## config.mk

```make
export PLATFORM = sky130hd
export DESIGN_NAME = ir_pulse_interval_receiver
export DESIGN_NICKNAME = d
export VERILOG_FILES = /design/src/irpir_pkg.sv /design/src/irpir_lane.sv /design/src/irpir_merge.sv /design/src/ir_pulse_interval_receiver.sv
export SDC_FILE = /design/constraint.sdc
export NUM_CORES = 1
export LEC_CHECK = 0
export BUFFER_PORTS_ARGS = -buffer_cell sky130_fd_sc_hd__buf_2
export CORE_ASPECT_RATIO = 0.8
export CORE_UTILIZATION = 45
export CTS_CLUSTER_SIZE = 12
export DETAILED_ROUTE_END_ITERATION = 16
export GPL_ROUTABILITY_DRIVEN = 1
export PLACE_DENSITY_LB_ADDON = 0.25
export SLEW_MARGIN = 0
export SYNTH_ARGS = -nofsm -noshare
export SYNTH_HDL_FRONTEND = slang
export SYNTH_SLANG_ARGS = --single-unit
```

## constraint.sdc

```tcl
create_clock -name clock -period 3.7 [get_ports clock]
set_clock_uncertainty 0.2 [all_clocks]
set_input_delay 0.555 -clock clock [delete_from_list [all_inputs] [get_ports clock]]
set_output_delay 0.555 -clock clock [all_outputs]
set_load 0.1 [all_outputs]
```

## src/irpir_pkg.sv

```systemverilog
`default_nettype none
// ----------------------------------------------------------------------------
// IR pulse interval receiver package
// Shared widths, codes and the structs that pass between the face lanes,
// the merge stage and the top level.
// ----------------------------------------------------------------------------
package irpir_pkg;

   localparam int FACES   = 6;
   localparam int FACE_W  = 3;
   localparam int STAMP_W = 8;
   localparam int GAP_W   = 9;
   localparam int VALUE_W = 8;
   localparam int OVF_W   = 6;
   localparam int CSR_W   = 2;

   // A value is full when its bits 3:2 read 01.
   localparam logic [VALUE_W-1:0] FULL_MASK = 8'h0C;
   localparam logic [VALUE_W-1:0] FULL_CODE = 8'h04;

   // One full timer period, used when a face has seen one wrap.
   localparam logic [GAP_W:0] TIMER_SPAN = 10'd256;

   localparam logic [GAP_W-1:0] GAP_MIN_RST   = 9'd10;
   localparam logic [GAP_W-1:0] GAP_MAX_RST   = 9'd300;
   localparam logic [GAP_W-1:0] ONE_LIMIT_RST = 9'd200;

   typedef enum logic [1:0] {
      OP_WRAP  = 2'd0,
      OP_PULSE = 2'd1,
      OP_READ  = 2'd2,
      OP_NONE  = 2'd3
   } op_type;

   typedef enum logic [CSR_W-1:0] {
      CSR_GAP_MIN   = 2'd0,
      CSR_GAP_MAX   = 2'd1,
      CSR_ONE_LIMIT = 2'd2,
      CSR_UNUSED    = 2'd3
   } csr_index_type;

   typedef struct packed {
      logic [GAP_W-1:0] gap_min;
      logic [GAP_W-1:0] gap_max;
      logic [GAP_W-1:0] one_limit;
   } cfg_type;

   typedef struct packed {
      logic               wrap;
      logic               pulse;
      logic               read;
      logic [STAMP_W-1:0] stamp;
   } lane_cmd_type;

   typedef struct packed {
      logic [VALUE_W-1:0] rd;
      logic               ovf;
   } lane_res_type;

endpackage
`default_nettype wire

```

## src/irpir_lane.sv

```systemverilog
`default_nettype none
// ----------------------------------------------------------------------------
// IR pulse interval receiver face lane
// Timing flags, last stamp, shift value and sticky overflow of one face.
// ----------------------------------------------------------------------------
module irpir_lane (
   input  wire                          clock,
   input  wire                          reset,
   input  wire irpir_pkg::cfg_type      cfg,
   input  wire irpir_pkg::lane_cmd_type cmd,
   output irpir_pkg::lane_res_type      res
);
   import irpir_pkg::*;

   logic [STAMP_W-1:0] last_ff, last_in;
   logic [VALUE_W-1:0] shift_ff, shift_in;
   logic               wrapped_ff, wrapped_in;
   logic               expired_ff, expired_in;
   logic               ovf_ff, ovf_in;

   logic [GAP_W:0]   gap_wrap;
   logic [GAP_W-1:0] gap;
   logic             gap_ok;
   logic             full;

   assign gap_wrap = TIMER_SPAN - {2'b00, last_ff} + {2'b00, cmd.stamp};
   assign full     = (shift_ff & FULL_MASK) == FULL_CODE;

   always_comb begin
      if (wrapped_ff) begin
         gap    = gap_wrap[GAP_W-1:0];
         gap_ok = 1'b1;
      end else begin
         gap    = {1'b0, cmd.stamp - last_ff};
         gap_ok = cmd.stamp >= last_ff;
      end
      gap_ok = gap_ok && (gap < cfg.gap_max) && (gap > cfg.gap_min);
   end

   always_comb begin
      last_in    = last_ff;
      shift_in   = shift_ff;
      wrapped_in = wrapped_ff;
      expired_in = expired_ff;
      ovf_in     = ovf_ff;
      res.rd     = '0;
      if (cmd.wrap) begin
         expired_in = expired_ff | wrapped_ff;
         wrapped_in = 1'b1;
      end
      if (cmd.pulse) begin
         if (!expired_ff) begin
            if (gap_ok) begin
               if (full) begin
                  ovf_in = 1'b1;
               end else begin
                  shift_in = {shift_ff[VALUE_W-2:0], gap <= cfg.one_limit};
               end
            end else begin
               shift_in = '0;
            end
         end
         last_in    = cmd.stamp;
         wrapped_in = 1'b0;
         expired_in = 1'b0;
      end
      if (cmd.read && full) begin
         shift_in = '0;
         res.rd   = shift_ff;
      end
      res.ovf = ovf_in;
   end

   always_ff @(posedge clock) begin
      if (reset) begin
         last_ff    <= '0;
         shift_ff   <= '0;
         wrapped_ff <= 1'b0;
         expired_ff <= 1'b0;
         ovf_ff     <= 1'b0;
      end else begin
         last_ff    <= last_in;
         shift_ff   <= shift_in;
         wrapped_ff <= wrapped_in;
         expired_ff <= expired_in;
         ovf_ff     <= ovf_in;
      end
   end

endmodule
`default_nettype wire

```

## src/irpir_merge.sv

```systemverilog
`default_nettype none
// ----------------------------------------------------------------------------
// IR pulse interval receiver merge stage
// Combines the lane results into one result item and holds it for the sink.
// ----------------------------------------------------------------------------
module irpir_merge (
   input  wire                                               clock,
   input  wire                                               reset,
   input  wire                                               accept,
   input  wire irpir_pkg::lane_res_type [irpir_pkg::FACES-1:0] lane_res,
   input  wire                                               rsp_tready,
   output logic                                              rsp_tvalid,
   output logic [15:0]                                       rsp_tdata,
   output logic                                              req_tready
);
   import irpir_pkg::*;

   logic               valid_ff, valid_in;
   logic [15:0]        data_ff, data_in;
   logic [VALUE_W-1:0] rd_any;
   logic [FACES-1:0]   ovf_bits;

   always_comb begin
      rd_any = '0;
      for (int i = 0; i < FACES; i++) begin
         rd_any      = rd_any | lane_res[i].rd;
         ovf_bits[i] = lane_res[i].ovf;
      end
   end

   assign req_tready = !valid_ff || rsp_tready;
   assign valid_in   = accept || (valid_ff && !rsp_tready);
   assign data_in    = accept ? {2'b00, OVF_W'(ovf_bits), rd_any} : data_ff;

   always_ff @(posedge clock) begin
      if (reset) begin
         valid_ff <= 1'b0;
      end else begin
         valid_ff <= valid_in;
      end
   end

   always_ff @(posedge clock) begin
      data_ff <= data_in;
   end

   assign rsp_tvalid = valid_ff;
   assign rsp_tdata  = data_ff;

endmodule
`default_nettype wire

```

## src/ir_pulse_interval_receiver.sv

```systemverilog
`default_nettype none
// ----------------------------------------------------------------------------
// IR pulse interval receiver
// Decodes bits from the gaps between IR pulses on each face of the device.
// ----------------------------------------------------------------------------
// The block takes one item per clock cycle while the sink keeps up and returns
// exactly one result item for each, in the cycle after acceptance, through a
// single output register. While a result waits for the sink the input is
// stalled; the next item enters in the same cycle in which the sink takes the
// waiting result, so with a ready sink items flow back to back with no gap.
// Each per-face lane measures the gap, checks the window and updates its state
// as the item is accepted. The item's tuser carries the opcode: a timer wrap
// tick, a pulse event on the faces in the mask at the given timestamp, a read
// of one face, or an idle item. Every result carries the read value (zero
// unless a full value was read and cleared) and the sticky overflow flags as
// they stand after the item. The user must write the gap window and the
// one/zero threshold through the csr port only while the block is idle; the
// block itself does not enforce this. A write to an unused index is ignored.
// ----------------------------------------------------------------------------
module ir_pulse_interval_receiver (
   input  wire                        clock,
   input  wire                        reset,
   input  wire                        csr_we,
   input  wire [irpir_pkg::CSR_W-1:0] csr_index,
   input  wire [irpir_pkg::GAP_W-1:0] csr_wdata,
   input  wire                        req_tvalid,
   output logic                       req_tready,
   // Fields from bit 0: pulse_faces[5:0], timer_now[13:6], face[16:14].
   input  wire [23:0]                 req_tdata,
   // Fields from bit 0: opcode[1:0].
   input  wire [1:0]                  req_tuser,
   output logic                       rsp_tvalid,
   input  wire                        rsp_tready,
   // Fields from bit 0: read_data[7:0], overflow_flags[13:8].
   output logic [15:0]                rsp_tdata
);
   import irpir_pkg::*;

   cfg_type cfg_ff, cfg_in;

   logic               accept;
   op_type             op;
   logic [5:0]         pulse_faces;
   logic [STAMP_W-1:0] timer_now;
   logic [FACE_W-1:0]  face;

   lane_cmd_type [FACES-1:0] lane_cmd;
   lane_res_type [FACES-1:0] lane_res;

   // Configuration registers.
   always_comb begin
      cfg_in = cfg_ff;
      if (csr_we) begin
         case (csr_index_type'(csr_index))
            CSR_GAP_MIN:   cfg_in.gap_min   = csr_wdata;
            CSR_GAP_MAX:   cfg_in.gap_max   = csr_wdata;
            CSR_ONE_LIMIT: cfg_in.one_limit = csr_wdata;
            default:       cfg_in = cfg_ff;
         endcase
      end
   end

   always_ff @(posedge clock) begin
      if (reset) begin
         cfg_ff.gap_min   <= GAP_MIN_RST;
         cfg_ff.gap_max   <= GAP_MAX_RST;
         cfg_ff.one_limit <= ONE_LIMIT_RST;
      end else begin
         cfg_ff <= cfg_in;
      end
   end

   // Unpack the input item and hand each lane its share of it.
   assign accept      = req_tvalid && req_tready;
   assign op          = op_type'(req_tuser);
   assign pulse_faces = req_tdata[5:0];
   assign timer_now   = req_tdata[13:6];
   assign face        = req_tdata[16:14];

   for (genvar i = 0; i < FACES; i++) begin : g_lane
      assign lane_cmd[i].wrap  = accept && (op == OP_WRAP);
      assign lane_cmd[i].pulse = accept && (op == OP_PULSE) && pulse_faces[i];
      assign lane_cmd[i].read  = accept && (op == OP_READ) && (face == FACE_W'(i));
      assign lane_cmd[i].stamp = timer_now;

      irpir_lane u_lane (
         .clock (clock),
         .reset (reset),
         .cfg   (cfg_ff),
         .cmd   (lane_cmd[i]),
         .res   (lane_res[i])
      );
   end

   // The merge stage ORs the read values (at most one lane reads) and
   // gathers the overflow flags into the registered result item.
   irpir_merge u_merge (
      .clock      (clock),
      .reset      (reset),
      .accept     (accept),
      .lane_res   (lane_res),
      .rsp_tready (rsp_tready),
      .rsp_tvalid (rsp_tvalid),
      .rsp_tdata  (rsp_tdata),
      .req_tready (req_tready)
   );

   logic [FACES-1:0] ovf_now;
   always_comb begin
      for (int i = 0; i < FACES; i++) begin
         ovf_now[i] = lane_res[i].ovf;
      end
   end

   // The block only stalls its input while a result is waiting.
   a_ready_when_empty : assert property (@(posedge clock) disable iff (reset)
      !rsp_tvalid |-> req_tready)
      else $error("input stalled with no result pending");

   // Every accepted item produces a result in the next cycle.
   a_result_follows : assert property (@(posedge clock) disable iff (reset)
      accept |=> rsp_tvalid)
      else $error("accepted item produced no result");

   // Overflow flags are sticky until reset.
   a_ovf_sticky : assert property (@(posedge clock) disable iff (reset)
      !$past(reset) |-> ((ovf_now & $past(ovf_now)) == $past(ovf_now)))
      else $error("overflow flag dropped without reset");

   // Only a full value is ever returned by a read.
   a_read_full : assert property (@(posedge clock) disable iff (reset)
      (rsp_tvalid && (rsp_tdata[7:0] != 8'h00)) |-> (rsp_tdata[3:2] == 2'b01))
      else $error("read returned a value that is not full");

endmodule
`default_nettype wire

```

Word level (Yosys, flattened, before mapping)
Cells that the tools add are included.
Word-level totals
  register bits: 156
  input bits: 42
  output and inout bits: 18
  word-level logic and storage cells: 232
Cells by class
  add/subtract/negate cells: 18
  order comparisons: 24
  equality and inequality tests: 21
  muxes and demuxes: 54
  bitwise gates (word level): 17
  reduce and logical (&&, ||, !) cells: 63
Operators by type and width (count)
  8-bit two-way mux: 18
  9-bit by 8-bit adder with 9-bit output: 6
  9-bit greater-than comparator: 6
  9-bit <= comparator: 6
  9-bit less-than comparator: 6
  9-bit two-way mux: 6
  9-bit by 8-bit subtractor with 9-bit output (first input constant): 6
  8-bit >= comparator: 6
  8-bit subtractor: 6
  8-bit OR: 5
  1-bit logical AND: 35
  1-bit two-way mux: 30
  2-bit OR reduction: 12
  3-bit AND reduction: 6
  2-bit by 1-bit == test with 1-bit output (second input constant): 8
  2-bit inequality test (second input constant): 6
  3-bit by 2-bit == test with 1-bit output (second input constant): 2
  3-bit == test (second input constant): 2
  1-bit inverter: 6
  1-bit OR: 6
  2-bit AND reduction: 3
  2-bit == test (second input constant): 2
  2-bit logical NOT: 2
  3-bit by 1-bit == test with 1-bit output (second input constant): 1
  3 further kinds: 5

Logic depth before layout (Yosys ltp)
  word-level depth: 12
  depth in mapped cells: 18
  depth with buffers taken out: 17

Cells and area by module
From an unflattened synthesis, not the netlist that was laid out.
Unflattened totals
  cells, all modules: 1512
  area total of the unflattened synthesis: 12659.6 sq um
By module, submodules not included
  irpir_lane at g_lane[1].u_lane ...: instances 4, cells an instance 225, area each 1814.2 sq um, seq. area each 380.4 sq um
  irpir_lane at g_lane[0].u_lane ...: instances 2, cells an instance 221, area each 1790.5 sq um, seq. area each 380.4 sq um
  ir_pulse_interval_receiver: instances 1, cells an instance 125, area each 1229.9 sq um, seq. area each 540.5 sq um
  irpir_merge: instances 1, cells an instance 45, area each 591.8 sq um, seq. area each 440.4 sq um

Worst setup path before layout
OpenSTA, ideal clock, no wires.
  path kind: input to register
  start: in req_tdata[6]
  end: reg g_lane[2].u_lane.shift_ff[7]
  library setup time: 0.059 ns
  arrival time: 3.777 ns
  data required time: 3.441 ns
  setup slack: -0.336 ns
  cell stages on the path: 16
  buffers on the path: 0
  cell sequence: inv_1 > ha_1 > inv_1 > fa_1 > a21o_1 > a21oi_1 > o21bai_1 > a21oi_1 > xnor2_1 > ha_1 > a21o_1 > a21o_1 > a221o_1 > o31a_1 > nor3_4 > a22o_1
Between the ends
  cells in the longest elaborated chain, start to end: 7
  elaborated cells between the ends (all ways): 12
  those cells by class: add/sub: 2; order compare: 3; eq/ne: 1; mux: 3; reduce/logical: 3
RTL lines
  start, declared: RTL line ir_pulse_interval_receiver.sv:29  | input wire [23:0] req_tdata,
  9-bit by 8-bit adder with 9-bit output or 8-bit subtractor (tied branches): RTL line irpir_lane.sv:26, irpir_lane.sv:34
  9-bit two-way mux: RTL line irpir_lane.sv:30  | if (wrapped_ff) begin
  9-bit less-than comparator: RTL line irpir_lane.sv:37  | gap_ok = gap_ok && (gap < cfg.gap_max) && (gap > cfg.gap_min);
  1-bit logical AND: RTL line irpir_lane.sv:37
  1-bit logical AND *: RTL line irpir_lane.sv:37
  2-bit inequality test (no line)
  3-bit AND reduction (no line)
  end signal, assigned: RTL line irpir_lane.sv:83  | shift_ff <= shift_in;
  end, declared: RTL line irpir_lane.sv:16  | logic [VALUE_W-1:0] shift_ff, shift_in;
Mark *: on every way between the ends. The rest lies on a longest branch, timed or not.
A chain may end at the register's enable or synchronous reset.

Worst setup path in the final report
  start: in req_tdata[6]
  end: reg g_lane[0].u_lane.shift_ff[6]
Between the ends
  cells in the longest elaborated chain, start to end: 7
  elaborated cells between the ends (all ways): 12
  those cells by class: add/sub: 2; order compare: 3; eq/ne: 1; mux: 3; reduce/logical: 3
RTL lines (RTL line)
  9-bit by 8-bit adder with 9-bit output or 8-bit subtractor (tied branches): irpir_lane.sv:26, irpir_lane.sv:34
  9-bit two-way mux: irpir_lane.sv:30
  9-bit less-than comparator: irpir_lane.sv:37
  1-bit logical AND: irpir_lane.sv:37
  1-bit logical AND *: irpir_lane.sv:37
  2-bit inequality test (no line)
  3-bit AND reduction (no line)
  end signal, assigned: irpir_lane.sv:83
  end, declared: irpir_lane.sv:16
Marked as above.

==> reports/qor.tcl <==
set qor(fin_hold_ws_ns) 0.163
set qor(wirelength_mm) 36.0
set qor(critPathTopFamily) {simple AND/OR/NAND/NOR gates}
set qor(worst-path-stages) 19
set qor(yosys.cell_types.count) 69
set qor(insertedDiodeCount) 0
set qor(yosysWarningCount) 0
set qor(synth_top_area_frac) 0.248
set qor(drtPass1Iterations) 5
set qor(maxSlewHeadroom) 0.279
set qor(drc) 0
set qor(critPathBufInv) 4
set qor(seq_area_frac_synth) 0.285
set qor(critical_path_cell_with_the_highest_stage_delay) {fa_2}
set qor(violations) {negative setup slack}
set qor(global_placer_s_final_weighted_congestion) 0.915
set qor(worstSetupEndpoint) {g_lane[0].u_lane.shift_ff[6]$_SDFFE_PP0P_}
set qor(grt_max_degree) 47
set qor(cellPowerDensity_nw_per_um2) 349
set qor(post_place_worst_slack_ns) -0.628
set qor(dr.first_iter.drc_count) 733
set qor(clock_tree_root_driver_cell) {clkbuf_16}
set qor(cts.sinks) 156
set qor(postPlaceCellArea_um2) 13500
set qor(regToRegEndpoint) {g_lane[0].u_lane.shift_ff[6]$_SDFFE_PP0P_}
set qor(synth_area_leaders) {dfxtp_1 25%, ha_1 22%, a21oi_1 6.7%}
set qor(actual_transition_at_the_worst_max_transition_pin_ns) 1.08
set qor(ys_async_sr_fraction) 0
set qor(detailed_place_hpwl_mm) 26.6
set qor(post_route_cells_drive_above_1_share) 0.245
set qor(fin_setup_tns_ns) -1.17
set qor(postLayoutCellArea_um2) 14500
set qor(grt_util_all_layers) 0.274
set qor(post_drt_via_cell_ratio) 5.69
set qor(pin_count) 60
set qor(antenna_found_initial) 0
set qor(fillCellCount) 2216
set qor(path_cells) {buf_8 > clkinvlp_4 > buf_6 > ha_4 > inv_2 > fa_2 > a21o_1 > a21oi_2 > o21bai_1 > a21oi_2 > xnor2_2 > ha_1 > nand4_1 > nor3_2 > a2111oi_4 > nor3_2 > and2_4 > nor4b_4 > a22o_1}
set qor(report.final.hold_viol_count) 0
set qor(intPower_mw) 3.38
set qor(synthToLayoutAreaGrowth_pct) 26.9
set qor(wl_per_cell_um) 18.9
set qor(vdd.ir_drop.worst_mv) 0.302
set qor(criticalPathCategory) {in2reg}
set qor(setup_repair_after_global_routing_missed_its_margin) {true}
set qor(p_sw_mw) 1.70
set qor(critPathMaxFanout) 5
set qor(critical_path.endpoint_type) {flip-flop}
set qor(numCtsBuffers) 17
set qor(htree_levels) 4
set qor(buffer_levels_on_the_longest_clock_path) 2
set qor(die_x_um) 180
set qor(worstReg2RegStart) {g_lane[0].u_lane.last_ff[0]$_SDFFE_PP0P_}
set qor(fp.coreArea_um2) 24600
set qor(first_pass_grt_wire_length_mm) 54.4
set qor(worst_ep_arrival_time_ns) 3.95
set qor(fmax_ghz) 0.265
set qor(largest_area_contributor_in_the_netlist) {dfxtp_1}
set qor(synth_edf_count) 14
set qor(fin_nets) 1824
set qor(seq_pwr_share) 0.347
set qor(avgSynthCellArea_um2) 8.61
set qor(critPathLaunchType) {input port}
set qor(finalWorstSetupSlack_ns) -0.0732
set qor(setup_viol) 33
set qor(cp.required_ns) 3.87
set qor(skew_pair_late_insertion_delay_ns) 0.44
set qor(cap_violations) 0
set qor(cts.clk_slew.worst_paths_ns) 0.06
set qor(fp.dieH_um) 145
set qor(grt_overflow) 0
set qor(dp_cell_count) 1856
set qor(run_status) {finished with violations}
set qor(critPathMaxStageDelay_ns) 0.33
set qor(worst_setup_path_startpoint) {req_tdata[6]}
set qor(postRouteAntennaNets) 0
set qor(r2r_setup_slack_ns) -0.01
set qor(clkPwrFrac) 0.317
set qor(first_global_vias) 9988
set qor(final_cell_count_no_fill) 1903
set qor(slew_violations) 0
set qor(switching_share) 0.335
set qor(worst-r2r-cell-count) 16
set qor(initial_core_util) 0.465
set qor(worst_hold_path_type) {in2reg}
set qor(flops_latches_synth) 156
set qor(postSynth.topFlopCell) {dfxtp_1}
set qor(netlist_instances) 1330
set qor(buffer_ports.inserted) 50
set qor(final.period_utilization) 1.02
set qor(routed-via-count) 10827
set qor(die-area_um2) 26100
set qor(final.min_clock_period_ns) 3.77
set qor(cts_tree) {done}
set qor(netlist_area_um2) 11400
set qor(row_count) 51
set qor(leakagePower_nw) 6.20
set qor(combPwrFrac) 0.336
[cells by family (layout without fill, tap and decap cells)]
logic type,count (synthesis),after routing,share of synthesized area
DFF,156,156,0.285
other,1,3,0.000328
AOI/OAI and AO/OA,374,374,0.211
buffers and inverters,116,369,0.0400
muxes,7,7,0.00612
and+or+nand+nor,430,430,0.196
xor gates and xnor gates,36,36,0.0275
adders and majority gates,210,210,0.233
[power by group through the flow]
stage	clock [mW]	combinational [mW]	sequential (mW)
detailed placement	0	1.53	1.80
global placement	0	1.49	1.80
finish	1.61	1.70	1.76
global route	1.69	1.85	1.76
floorplan	0	0.868	1.85
CTS	1.63	1.61	1.76
[synth_stat cells, types with 22 or more instances]
cell type / number
ha_1: 204
nand2_1: 166
a21oi_1: 153
dfxtp_1: 142
inv_1: 88
nor2_1: 69
a21o_1: 34
nand4_1: 33
a22o_1: 32
o21ai_0: 31
nor3_1: 30
nor2b_1: 26
nand3_1: 22
[layer usage]
metal / track usage / part of all wire
met4: 0.105 / 0.030
met1: 0.378 / 0.48
met5: 0 / 0
met2: 0.423 / 0.43
met3: 0.0548 / 0.067
[metrics by stage]
stage | total power [mW] | utilization
2_1_floorplan | 2.71 | -
3_3_place_gp | 3.29 | 0.548
3_5_place_dp | 3.33 | 0.548
4_1_cts | 4.99 | 0.579
5_1_grt | 5.31 | 0.590
6_report | 5.07 | 0.590
[state kept, by name (all words and copies together), names as in the netlist]
register / cells
g_lane.u_lane.wrapped_ff: 6
g_lane.u_lane.last_ff: 48
g_lane.u_lane.shift_ff: 48
g_lane.u_lane.ovf_ff: 6
cfg_ff: 27
g_lane.u_lane.expired_ff: 6
u_merge.rsp_tvalid: 1
u_merge.rsp_tdata: 14
[cell usage in the layout (no fill, tap or decap), types with 23 or more instances in the layout]
master and instances:
nor3_1 24, nand4_1 33, ha_1 197, inv_1 79, a22o_1 32, nor2b_1 23, dfxtp_1 142, buf_4 191
nand2_1 163, buf_2 47, a21o_1 34, nor2_1 65, a21oi_1 143, o21ai_0 28
[how the worst min path moves through the flow]
stage / slack (ns) / endpoint / start / cells after the start
after detailed placement: 0.25 / g_lane[0].u_lane.last_ff[6]$_SDFFE_PP0P_ / g_lane[0].u_lane.last_ff[6]$_SDFFE_PP0P_ / 2
after global routing: 0.17 / cfg_ff[19]$_SDFFE_PP1P_ / csr_wdata[1] / 2
final: 0.16 / cfg_ff[19]$_SDFFE_PP1P_ / csr_wdata[1] / 2
after floorplan: 0.23 / g_lane[4].u_lane.ovf_ff$_SDFF_PP0_ / g_lane[4].u_lane.ovf_ff$_SDFF_PP0_ / 2
after global placement: 0.24 / g_lane[4].u_lane.ovf_ff$_SDFF_PP0_ / g_lane[4].u_lane.ovf_ff$_SDFF_PP0_ / 2
after CTS: 0.15 / cfg_ff[14]$_SDFFE_PP1P_ / csr_wdata[5] / 2
[what timing repair did]
item                                    CTS  global route
gates resized for setup                  44            46
cloned                                    0             0
pin swaps                                35            52
hold buffers                              0             0
buffers inserted                          7             9
endpoints found under the setup margin   54            60
[cell type report]
cell class	instances	area (um2)	area share
repair buffers	249	1840	0.126
flip-flops and latches	156	3260	0.225
well taps	318	398	0.0274
multi-input cells	1060	8170	0.563
clock buffers	17	425	0.0293
clock inverters	15	100	0.00689
inverters	88	334	0.0230
Note: power is estimated with default switching activity, not from simulation.
